==> src/rtl/core/fsa_pkg.sv <==
`default_nettype none
// ----------------------------------------------------------------------------
// fsa_pkg
// Shared widths, register indexes and types of the fault severity aggregator.
// ----------------------------------------------------------------------------
package fsa_pkg;

	// table geometry
	localparam int TABLE_SLOTS     = 8;
	localparam int DEF_MAX_SOURCES = 8;

	// field widths
	localparam int ID_W       = 16;
	localparam int CODE_W     = 16;
	localparam int SEV_W      = 8;
	localparam int CNT_W      = 4;
	localparam int RPT_W      = 32;
	localparam int SEQ_W      = 32;
	localparam int CFG_IDX_W  = 3;
	localparam int CFG_DATA_W = 32;

	// configuration register indexes
	localparam logic [CFG_IDX_W-1:0] REG_SOURCE_COUNT   = 3'd0;
	localparam logic [CFG_IDX_W-1:0] REG_SOURCE_IDS_0_1 = 3'd1;
	localparam logic [CFG_IDX_W-1:0] REG_SOURCE_IDS_2_3 = 3'd2;
	localparam logic [CFG_IDX_W-1:0] REG_SOURCE_IDS_4_5 = 3'd3;
	localparam logic [CFG_IDX_W-1:0] REG_SOURCE_IDS_6_7 = 3'd4;

	// per-source state held in the entry memory
	typedef struct packed {
		logic [CODE_W-1:0] live_code;
		logic [CODE_W-1:0] held_code;
		logic [SEV_W-1:0]  current_sev;
		logic [SEV_W-1:0]  peak_sev;
		logic [RPT_W-1:0]  rpt_total;
	} entry_t;

	// system snapshot
	typedef struct packed {
		logic              valid;
		logic [SEV_W-1:0]  worst_sev;
		logic [CNT_W-1:0]  active_n;
		logic [CNT_W-1:0]  latched_n;
		logic [ID_W-1:0]   worst_id;
		logic [CODE_W-1:0] worst_code;
	} snap_t;

	// accumulator control from the sequencer
	typedef struct packed {
		logic clear;
		logic en;
	} acc_ctl_t;

endpackage
`default_nettype wire

==> src/rtl/core/fsa_entry_mem.sv <==
`default_nettype none
// ----------------------------------------------------------------------------
// fsa_entry_mem
// Per-source state memory, one write and one registered read port; entries
// not yet written read as zero through per-entry valid bits.
// ----------------------------------------------------------------------------
module fsa_entry_mem #(
	parameter int DEPTH = fsa_pkg::DEF_MAX_SOURCES,
	parameter int AW    = (DEPTH > 1) ? $clog2(DEPTH) : 1
) (
	input  wire                 clk,
	input  wire                 arst_n,
	input  wire                 wr_en,
	input  wire [AW-1:0]        wr_addr,
	input  fsa_pkg::entry_t     wr_data,
	input  wire                 rd_en,
	input  wire [AW-1:0]        rd_addr,
	output fsa_pkg::entry_t     rd_data
);
	import fsa_pkg::*;

	entry_t           mem_q [DEPTH];
	logic [DEPTH-1:0] vld_q;
	entry_t           rd_word_q;
	logic             rd_vld_q;

	// storage array and registered read word
	always_ff @(posedge clk) begin
		if (wr_en) begin
			mem_q[wr_addr] <= wr_data;
		end
		if (rd_en) begin
			rd_word_q <= mem_q[rd_addr];
		end
	end

	// valid bits, cleared by reset
	always_ff @(posedge clk or negedge arst_n) begin
		if (!arst_n) begin
			vld_q    <= '0;
			rd_vld_q <= 1'b0;
		end else begin
			if (wr_en) begin
				vld_q[wr_addr] <= 1'b1;
			end
			if (rd_en) begin
				rd_vld_q <= vld_q[rd_addr];
			end
		end
	end

	// unwritten entry reads as zero
	assign rd_data = rd_vld_q ? rd_word_q : '0;

endmodule
`default_nettype wire

==> src/rtl/core/fsa_snap_acc.sv <==
`default_nettype none
// ----------------------------------------------------------------------------
// fsa_snap_acc
// Snapshot accumulator: folds one entry per beat into the active and latched
// counts and the first strictly highest active severity.
// ----------------------------------------------------------------------------
module fsa_snap_acc (
	input  wire                        clk,
	input  wire                        arst_n,
	input  fsa_pkg::acc_ctl_t          ctl,
	input  wire [fsa_pkg::ID_W-1:0]    beat_id,
	input  fsa_pkg::entry_t            beat_entry,
	output fsa_pkg::snap_t             snap
);
	import fsa_pkg::*;

	logic [SEV_W-1:0]  worst_sev_q;
	logic [CNT_W-1:0]  active_n_q;
	logic [CNT_W-1:0]  latched_n_q;
	logic [ID_W-1:0]   worst_id_q;
	logic [CODE_W-1:0] worst_code_q;

	// accumulate one entry per beat
	always_ff @(posedge clk or negedge arst_n) begin
		if (!arst_n) begin
			worst_sev_q  <= '0;
			active_n_q   <= '0;
			latched_n_q  <= '0;
			worst_id_q   <= '0;
			worst_code_q <= '0;
		end else if (ctl.clear) begin
			worst_sev_q  <= '0;
			active_n_q   <= '0;
			latched_n_q  <= '0;
			worst_id_q   <= '0;
			worst_code_q <= '0;
		end else if (ctl.en) begin
			if (beat_entry.held_code != '0) begin
				latched_n_q <= latched_n_q + 1'b1;
			end
			if (beat_entry.live_code != '0) begin
				active_n_q <= active_n_q + 1'b1;
				// strict compare keeps the earlier entry on a tie
				if (beat_entry.current_sev > worst_sev_q) begin
					worst_sev_q  <= beat_entry.current_sev;
					worst_id_q   <= beat_id;
					worst_code_q <= beat_entry.live_code;
				end
			end
		end
	end

	assign snap = '{
		valid:      1'b1,
		worst_sev:  worst_sev_q,
		active_n:   active_n_q,
		latched_n:  latched_n_q,
		worst_id:   worst_id_q,
		worst_code: worst_code_q
	};

endmodule
`default_nettype wire

==> src/rtl/core/fault_severity_aggregator.sv <==
`default_nettype none
// ----------------------------------------------------------------------------
// fault_severity_aggregator
// Fault report table with per-source state in memory and a published system
// snapshot recomputed after every known report.
// ----------------------------------------------------------------------------
// A report from a known source passes through the id lookup, the
// read-modify-write of the source's entry, a walk that reads every table
// entry in use (at most MAX_SOURCES) through the single read port of the
// entry memory, and a final step that compares and publishes the snapshot
// before the next report transfers. A report with an unknown id goes from
// the lookup straight to the final step. A new report transfers while the
// previous result still waits in the output register; it only finishes
// once that register is free. Configuration writes are always taken
// (cfg_ready stays high) and must come while no report is in flight. Entry
// state starts at zero after reset through valid bits, so no clearing pass
// is needed.
module fault_severity_aggregator #(
	parameter int MAX_SOURCES = fsa_pkg::DEF_MAX_SOURCES
) (
	input  wire                              clk,
	input  wire                              arst_n,
	// report channel
	input  wire                              report_valid,
	output logic                             report_stall,
	input  wire [fsa_pkg::ID_W-1:0]          src_id,
	input  wire [fsa_pkg::CODE_W-1:0]        fault_code,
	input  wire [fsa_pkg::SEV_W-1:0]         severity,
	// result channel
	output logic                             result_valid,
	input  wire                              result_stall,
	output logic                             error,
	output logic                             published,
	output logic                             snapshot_valid,
	output logic [fsa_pkg::SEV_W-1:0]        system_worst_severity,
	output logic [fsa_pkg::CNT_W-1:0]        active_sources,
	output logic [fsa_pkg::CNT_W-1:0]        latched_sources,
	output logic [fsa_pkg::ID_W-1:0]         worst_source_id,
	output logic [fsa_pkg::CODE_W-1:0]       worst_code,
	output logic [fsa_pkg::SEQ_W-1:0]        sequence_res,
	output logic [fsa_pkg::RPT_W-1:0]        source_reports,
	output logic [fsa_pkg::SEV_W-1:0]        source_worst_severity,
	// configuration channel
	input  wire                              cfg_valid,
	output logic                             cfg_ready,
	input  wire [fsa_pkg::CFG_IDX_W-1:0]     cfg_index,
	input  wire [fsa_pkg::CFG_DATA_W-1:0]    cfg_data
);
	import fsa_pkg::*;

	localparam int IDX_W = (MAX_SOURCES > 1) ? $clog2(MAX_SOURCES) : 1;

	typedef enum logic [2:0] {
		S_IDLE,
		S_LOOKUP,
		S_MODIFY,
		S_WALK,
		S_FINISH
	} state_t;

	// configuration registers
	logic [CNT_W-1:0] source_count_q;
	logic [ID_W-1:0]  ids_q [TABLE_SLOTS];

	// sequencer state
	state_t            state_q;
	logic [ID_W-1:0]   sid_q;
	logic [CODE_W-1:0] code_q;
	logic [SEV_W-1:0]  sev_q;
	logic [IDX_W-1:0]  hit_q;
	logic              err_q;
	logic [RPT_W-1:0]  rpt_q;
	logic [SEV_W-1:0]  peak_q;
	logic [CNT_W-1:0]  cnt_q;
	logic              beat_s1;
	logic [ID_W-1:0]   beat_id_s1;
	snap_t             pub_q;
	logic [SEQ_W-1:0]  seq_q;

	// result register
	logic              res_valid_q;
	logic              res_error_q;
	logic              res_pub_q;
	snap_t             res_snap_q;
	logic [SEQ_W-1:0]  res_seq_q;
	logic [RPT_W-1:0]  res_rpt_q;
	logic [SEV_W-1:0]  res_peak_q;

	// datapath
	logic [CNT_W-1:0]  n_use;
	logic              match_found;
	logic [IDX_W-1:0]  match_idx;
	logic              report_xfer;
	logic              walk_issue;
	logic              res_free;
	logic              res_load;
	logic              pub_now;
	logic              mem_rd_en;
	logic [IDX_W-1:0]  mem_rd_addr;
	logic              mem_wr_en;
	entry_t            mem_rd_data;
	entry_t            new_entry;
	acc_ctl_t          acc_ctl;
	snap_t             acc_snap;

	// entries in use, saturated to the table depth
	assign n_use = (source_count_q > CNT_W'(MAX_SOURCES)) ? CNT_W'(MAX_SOURCES)
	                                                      : source_count_q;

	// configuration writes
	assign cfg_ready = 1'b1;

	always_ff @(posedge clk or negedge arst_n) begin
		if (!arst_n) begin
			source_count_q <= CNT_W'(1);
			for (int i = 0; i < TABLE_SLOTS; i++) begin
				ids_q[i] <= '0;
			end
		end else if (cfg_valid && cfg_ready) begin
			unique case (cfg_index)
				REG_SOURCE_COUNT: begin
					source_count_q <= cfg_data[CNT_W-1:0];
				end
				REG_SOURCE_IDS_0_1: begin
					ids_q[0] <= cfg_data[ID_W-1:0];
					ids_q[1] <= cfg_data[2*ID_W-1:ID_W];
				end
				REG_SOURCE_IDS_2_3: begin
					ids_q[2] <= cfg_data[ID_W-1:0];
					ids_q[3] <= cfg_data[2*ID_W-1:ID_W];
				end
				REG_SOURCE_IDS_4_5: begin
					ids_q[4] <= cfg_data[ID_W-1:0];
					ids_q[5] <= cfg_data[2*ID_W-1:ID_W];
				end
				REG_SOURCE_IDS_6_7: begin
					ids_q[6] <= cfg_data[ID_W-1:0];
					ids_q[7] <= cfg_data[2*ID_W-1:ID_W];
				end
				default: begin
					// writes beyond the register list are dropped
				end
			endcase
		end
	end

	// id lookup, first matching entry in use wins
	always_comb begin
		match_found = 1'b0;
		match_idx   = '0;
		for (int i = 0; i < MAX_SOURCES; i++) begin
			if (!match_found && (CNT_W'(i) < n_use) && (ids_q[i] == sid_q)) begin
				match_found = 1'b1;
				match_idx   = IDX_W'(i);
			end
		end
	end

	// entry update of the reporting source
	always_comb begin
		new_entry           = mem_rd_data;
		new_entry.rpt_total = mem_rd_data.rpt_total + 1'b1;
		if (code_q == '0) begin
			new_entry.live_code   = '0;
			new_entry.current_sev = '0;
		end else begin
			new_entry.live_code   = code_q;
			new_entry.current_sev = sev_q;
			new_entry.held_code   = code_q;
			if (sev_q > mem_rd_data.peak_sev) begin
				new_entry.peak_sev = sev_q;
			end
		end
	end

	// memory port control
	assign report_stall = (state_q != S_IDLE);
	assign report_xfer  = report_valid && !report_stall;
	assign walk_issue   = (state_q == S_WALK) && (cnt_q < n_use);
	assign mem_rd_en    = ((state_q == S_LOOKUP) && match_found) || walk_issue;
	assign mem_rd_addr  = (state_q == S_LOOKUP) ? match_idx : cnt_q[IDX_W-1:0];
	assign mem_wr_en    = (state_q == S_MODIFY);

	assign acc_ctl = '{clear: (state_q == S_MODIFY), en: beat_s1};

	// publish decision and output register availability
	assign pub_now  = !err_q && (acc_snap != pub_q);
	assign res_free = !res_valid_q || !result_stall;
	assign res_load = (state_q == S_FINISH) && res_free;

	fsa_entry_mem #(
		.DEPTH (MAX_SOURCES),
		.AW    (IDX_W)
	) u_mem (
		.clk     (clk),
		.arst_n  (arst_n),
		.wr_en   (mem_wr_en),
		.wr_addr (hit_q),
		.wr_data (new_entry),
		.rd_en   (mem_rd_en),
		.rd_addr (mem_rd_addr),
		.rd_data (mem_rd_data)
	);

	fsa_snap_acc u_acc (
		.clk        (clk),
		.arst_n     (arst_n),
		.ctl        (acc_ctl),
		.beat_id    (beat_id_s1),
		.beat_entry (mem_rd_data),
		.snap       (acc_snap)
	);

	// sequencer, published snapshot and result register
	always_ff @(posedge clk or negedge arst_n) begin
		if (!arst_n) begin
			state_q     <= S_IDLE;
			sid_q       <= '0;
			code_q      <= '0;
			sev_q       <= '0;
			hit_q       <= '0;
			err_q       <= 1'b0;
			rpt_q       <= '0;
			peak_q      <= '0;
			cnt_q       <= '0;
			beat_s1     <= 1'b0;
			beat_id_s1  <= '0;
			pub_q       <= '0;
			seq_q       <= '0;
			res_valid_q <= 1'b0;
			res_error_q <= 1'b0;
			res_pub_q   <= 1'b0;
			res_snap_q  <= '0;
			res_seq_q   <= '0;
			res_rpt_q   <= '0;
			res_peak_q  <= '0;
		end else begin
			// output register fills on a finished report, empties on a result transfer
			if (res_load) begin
				res_valid_q <= 1'b1;
			end else if (res_valid_q && !result_stall) begin
				res_valid_q <= 1'b0;
			end

			beat_s1    <= walk_issue;
			beat_id_s1 <= ids_q[cnt_q[IDX_W-1:0]];

			unique case (state_q)
				S_IDLE: begin
					if (report_xfer) begin
						sid_q   <= src_id;
						code_q  <= fault_code;
						sev_q   <= severity;
						state_q <= S_LOOKUP;
					end
				end
				S_LOOKUP: begin
					hit_q <= match_idx;
					err_q <= !match_found;
					if (match_found) begin
						state_q <= S_MODIFY;
					end else begin
						rpt_q   <= '0;
						peak_q  <= '0;
						state_q <= S_FINISH;
					end
				end
				S_MODIFY: begin
					rpt_q   <= new_entry.rpt_total;
					peak_q  <= new_entry.peak_sev;
					cnt_q   <= '0;
					state_q <= S_WALK;
				end
				S_WALK: begin
					// last beat folds into the accumulator on this edge
					if (cnt_q == n_use) begin
						state_q <= S_FINISH;
					end else begin
						cnt_q <= cnt_q + 1'b1;
					end
				end
				S_FINISH: begin
					if (res_free) begin
						res_error_q <= err_q;
						res_pub_q   <= pub_now;
						res_rpt_q   <= rpt_q;
						res_peak_q  <= peak_q;
						if (pub_now) begin
							pub_q      <= acc_snap;
							seq_q      <= seq_q + 1'b1;
							res_snap_q <= acc_snap;
							res_seq_q  <= seq_q + 1'b1;
						end else begin
							res_snap_q <= pub_q;
							res_seq_q  <= seq_q;
						end
						state_q <= S_IDLE;
					end
				end
				default: begin
					state_q <= S_IDLE;
				end
			endcase
		end
	end

	// result ports
	assign result_valid          = res_valid_q;
	assign error                 = res_error_q;
	assign published             = res_pub_q;
	assign snapshot_valid        = res_snap_q.valid;
	assign system_worst_severity = res_snap_q.worst_sev;
	assign active_sources        = res_snap_q.active_n;
	assign latched_sources       = res_snap_q.latched_n;
	assign worst_source_id       = res_snap_q.worst_id;
	assign worst_code            = res_snap_q.worst_code;
	assign sequence_res          = res_seq_q;
	assign source_reports        = res_rpt_q;
	assign source_worst_severity = res_peak_q;

	// an unknown id never publishes
	a_err_no_pub: assert property (@(posedge clk) disable iff (!arst_n)
		result_valid |-> !(error && published))
		else $error("unknown source result flagged as published");

	// a publish bumps the sequence by exactly one
	a_seq_step: assert property (@(posedge clk) disable iff (!arst_n)
		(state_q == S_FINISH && res_free && pub_now) |=> (seq_q == $past(seq_q) + 1'b1))
		else $error("publish sequence did not advance by one");

	// the walk never runs past the entries in use
	a_walk_bound: assert property (@(posedge clk) disable iff (!arst_n)
		(state_q == S_WALK) |-> (cnt_q <= n_use))
		else $error("snapshot walk ran past the entries in use");

	// a known report always leaves a valid snapshot behind
	a_snap_valid: assert property (@(posedge clk) disable iff (!arst_n)
		(result_valid && !error) |-> snapshot_valid)
		else $error("known report without a valid snapshot");

endmodule
`default_nettype wire

==> config.mk <==
export PLATFORM = sky130hd
export DESIGN_NAME = fault_severity_aggregator
export DESIGN_NICKNAME = d
export VERILOG_FILES = /design/src/rtl/core/fsa_pkg.sv /design/src/rtl/core/fsa_entry_mem.sv /design/src/rtl/core/fsa_snap_acc.sv /design/src/rtl/core/fault_severity_aggregator.sv
export SDC_FILE = /design/constraint.sdc
export NUM_CORES = 2
export LEC_CHECK = 0
export ABC_AREA = 1
export BUFFER_PORTS_ARGS = -buffer_cell sky130_fd_sc_hd__buf_4
export CAP_MARGIN = 20
export CORE_MARGIN = 5
export CORE_UTILIZATION = 40
export CTS_BUF_LIST = sky130_fd_sc_hd__clkbuf_16
export DETAILED_ROUTE_END_ITERATION = 7
export PLACE_DENSITY = 0.65
export SLEW_MARGIN = 20
export SYNTH_ARGS = -nofsm -noshare
export SYNTH_HDL_FRONTEND = slang
export SYNTH_SLANG_ARGS = --single-unit
export TNS_END_PERCENT = 5
==> constraint.sdc <==
create_clock -name clk -period 6.75 [get_ports clk]
set_input_delay 1.0125 -clock clk [delete_from_list [all_inputs] [get_ports clk]]
set_output_delay 1.0125 -clock clk [all_outputs]
set_load 0.05 [all_outputs]
==> impl_results.md <==
* Outcome: complete, but fails checks
* Failing checks: design-rule violations
* Number of global-route vias before repair at 35.3k
* Pleak at 22.9 nW
* Clock Path Buffers at 3
* Die Width at between 300 and 400 microns
* CTS Hold Bufs at 0
* Largest area contributor in the netlist: edfxtp_1
* Root Buffer: clkbuf_16
* Seq/Total Area, Yosys at 0.644
* Synth top area share at 0.433
* Die height at 363 microns
* Maximum vdd drop at 0.000238 V
* FFs w/ async S/R, synth at 0.369
* I/O Pins at approximately 210
* Htree depth at 3
* Syn Nets at 4,991
* Average wire per standard cell at 21.7 microns
* Worst EP arrival at 5.14 ns
* Clk slew on worst S/H paths at 0.06 ns
* Num rows at 129
* Worst Path Required at a little over 7 ns
* Slew HR at 0.269
* Antenna Violating Nets Remaining at 0
* Yosys warns at 0
* Hold Crit Class: input pin to asynchronous set/reset pin
* Share of layout cells above drive strength 1 at 0.105
* Vias at 36.5k
* PwrDens at approximately 300 nW/um^2
* Most common cell in the netlist: nand2_1
* Synth area leaders: edfxtp_1, dfrtp_1, nand3_1
* First-pass GRT wire length at 220,000 microns
* Clock Latency Late Sink at about 0.72 ns
* Mapped Cells at 4,886
* Floorplan Core Area at 124,000 sq um
* Post-synth EDFFs at 720
* Post-synth top cells: nand2_1, nand3_1, edfxtp_1
* Distinct cells, synth at 55
* Syn Area/Cell at 10.2 sq um
* Critical path peak fanout at 132
* Full die area at 132,000 sq um
* Worst setup EP type: register
* Tot Pwr at 17.3 mW
* Initial core utilization at 0.403
* Unrepaired setup endpoints after global routing: false
* Final nets at approximately 5.1k
* Critical path class: register to register
* P&R area growth vs syn at 13.2%
* Antenna violations before repair at 1
* Max-cap violations at 0
* Crit path time final at roughly 4.7 ns
* Post_cts resized at 0
* Post-CTS Setup Inserts at 0
* Mapped cell area at between 40,000 and 50,000 sq um
* CTS tree: built
* Max Slew Vio Count at 0
* Ant diodes at 0
* Period utilization at 0.692
* Fmax at 214 MHz
* Final Skew at 0.0483 ns
* Num CTS Buffers at 115
* HPWL Detailed at 88,000 microns
* First-pass DRT Iterations at 8
* Post-Route WL at 145,000 microns
* Post-DR vias/cell at 5.46
* Grt ovf at 0
* Final GP Congestion at 1.01
* Final hold violation count at 0
* Synth Flop Type: edfxtp_1
* DRC at 3
* Setup tns final at 0 ns
* Number of port buffers at 204
* GRT Total Usage at 0.216
* 1st-iter DRT viols at 3,846
* Actual slew at the worst max-slew pin at 1.10 ns
* Clk sinks at 1,141
* Yosys reg bits at about 1.1k
* Final setup viols at 0
* Largest net degree at the start of global routing at 161
* Setup crit start kind: register
==> worst max-delay path: stages (launching register included) <==
cell and delay [ns]:
dfrtp_1 0.56, inv_2 0.21, nand2_1 0.10, nand2_1 0.05, nor2_1 0.23, nand2_1 0.16
nor2_1 0.15, nand3_1 0.12, nand2_1 0.13, nor2_4 0.06, nand3_2 0.06, nand2_1 0.07
inv_2 0.05, o21ai_2 0.08, nand2_8 0.48, nand2_8 0.73, buf_4 0.57, nand2_1 0.13
nand3_1 0.08, nand3_1 0.14, nand2_1 0.06
==> power by group <==
| group | switching (mW) | leakage, nW | internal, mW | total, mW |
|---|---|---|---|---|
| Sequential | 0.517 | 12.2 | 8.09 | 8.61 |
| Clock | 2.77 | 1.98 | 3.76 | 6.52 |
| Combinational | 1.57 | 8.69 | 0.558 | 2.12 |
==> area by class of cell <==
class | count | area [sq um]
clock inverter | 101 | 948
clock buffer | 117 | 2930
multi-input combinational | 3112 | 15200
inverter | 328 | 1240
timing repair buffer | 257 | 2040
tap | 1637 | 2050
sequential | 1141 | 32200
fill | 11400 | 67300
==> sequential cells by signal, indices dropped and copies added, names as in the netlist, 16 cells and up <==
| signal | cells |
|---|---|
| rpt_q | 32 |
| source_reports | 32 |
| ids_q | 128 |
| beat_id_s1 | 16 |
| u_acc.worst_id_q | 16 |
| sequence_res | 32 |
| worst_source_id | 16 |
| u_mem.rd_word_q | 80 |
| u_acc.worst_code_q | 16 |
| worst_code | 16 |
| code_q | 16 |
| u_mem.mem_q | 640 |
| sid_q | 16 |
==> placed cells by master (no fill, tap or decap), types with 8 or more instances in the layout <==
cell type / synthesis / layout
a31oi_1: 17 / 17
a221oi_1: 8 / 8
o21ai_0: 376 / 375
inv_1: 302 / 324
bufinv_16: 0 / 16
nand2_1: 1117 / 1112
o22ai_1: 53 / 53
nor4_1: 16 / 16
a21oi_1: 105 / 105
nor2_1: 222 / 212
dfrtp_1: 420 / 418
nand3_1: 889 / 885
nand4_1: 34 / 34
clkinv_2: 0 / 24
nor2_4: 1 / 10
clkbuf_16: 0 / 117
o21ai_1: 13 / 14
nand3_2: 24 / 27
o211ai_1: 9 / 9
buf_4: 16 / 247
xnor2_1: 25 / 25
inv_2: 21 / 22
ha_1: 25 / 25
edfxtp_1: 720 / 720
nor3_1: 35 / 34
xor2_1: 85 / 85
buf_12: 2 / 8
or2_2: 10 / 10
clkinv_1: 4 / 29
==> kinds of logic after synthesis <==
| logic type | Yosys count | synth area share |
|---|---|---|
| AOI/OAI and AO/OA | 604 | 0.0649 |
| adders and majority gates | 25 | 0.00626 |
| buffers and inverters | 633 | 0.0558 |
| DFF | 1141 | 0.644 |
| and+or+nand+nor | 2370 | 0.209 |
| muxes | 2 | 0.000451 |
| xor gates and xnor gates | 110 | 0.0193 |
| other | 1 | 0.0000751 |
==> through the flow <==
step / hold slack, ns / utilization / area [sq um] / instances / setup slack [ns]
2_1_floorplan: 0.440 / - / 49900 / 4886 / 1.69
3_3_place_gp: 0.452 / 0.425 / 52600 / 6474 / 2.19
3_5_place_dp: 0.454 / 0.425 / 52600 / 6474 / 2.17
4_1_cts: 0.229 / 0.457 / 56500 / 6692 / 2.16
5_1_grt: 0.274 / 0.457 / 56500 / 6693 / 1.84
6_report: 0.239 / 0.457 / 56500 / 6693 / 2.08
==> routing by layer <==
layer,track usage,vias up,share of wire
met2,0.357,1393,0.48
li1,-,16900,-
met1,0.290,18000,0.41
met3,0.0335,269,0.067
met5,0,-,0
met4,0.0796,0,0.038
==> worst paths after layout <==
kind                       cells past startpoint           start  slack [ns]                  end
min in group clk                               1  u_mem.vld_q[4]        0.47       u_mem.vld_q[4]
hold reg to reg                                1  u_mem.vld_q[4]        0.47       u_mem.vld_q[4]
max in group asynchronous                      2          arst_n        5.11            rpt_q[18]
setup / recovery                              20        sid_q[3]        2.08  u_mem.rd_word_q[24]
hold / removal                                 1          arst_n        0.24            ids_q[91]
setup reg to reg                              20        sid_q[3]        2.08  u_mem.rd_word_q[24]
(Power assumes the default switching activity.)
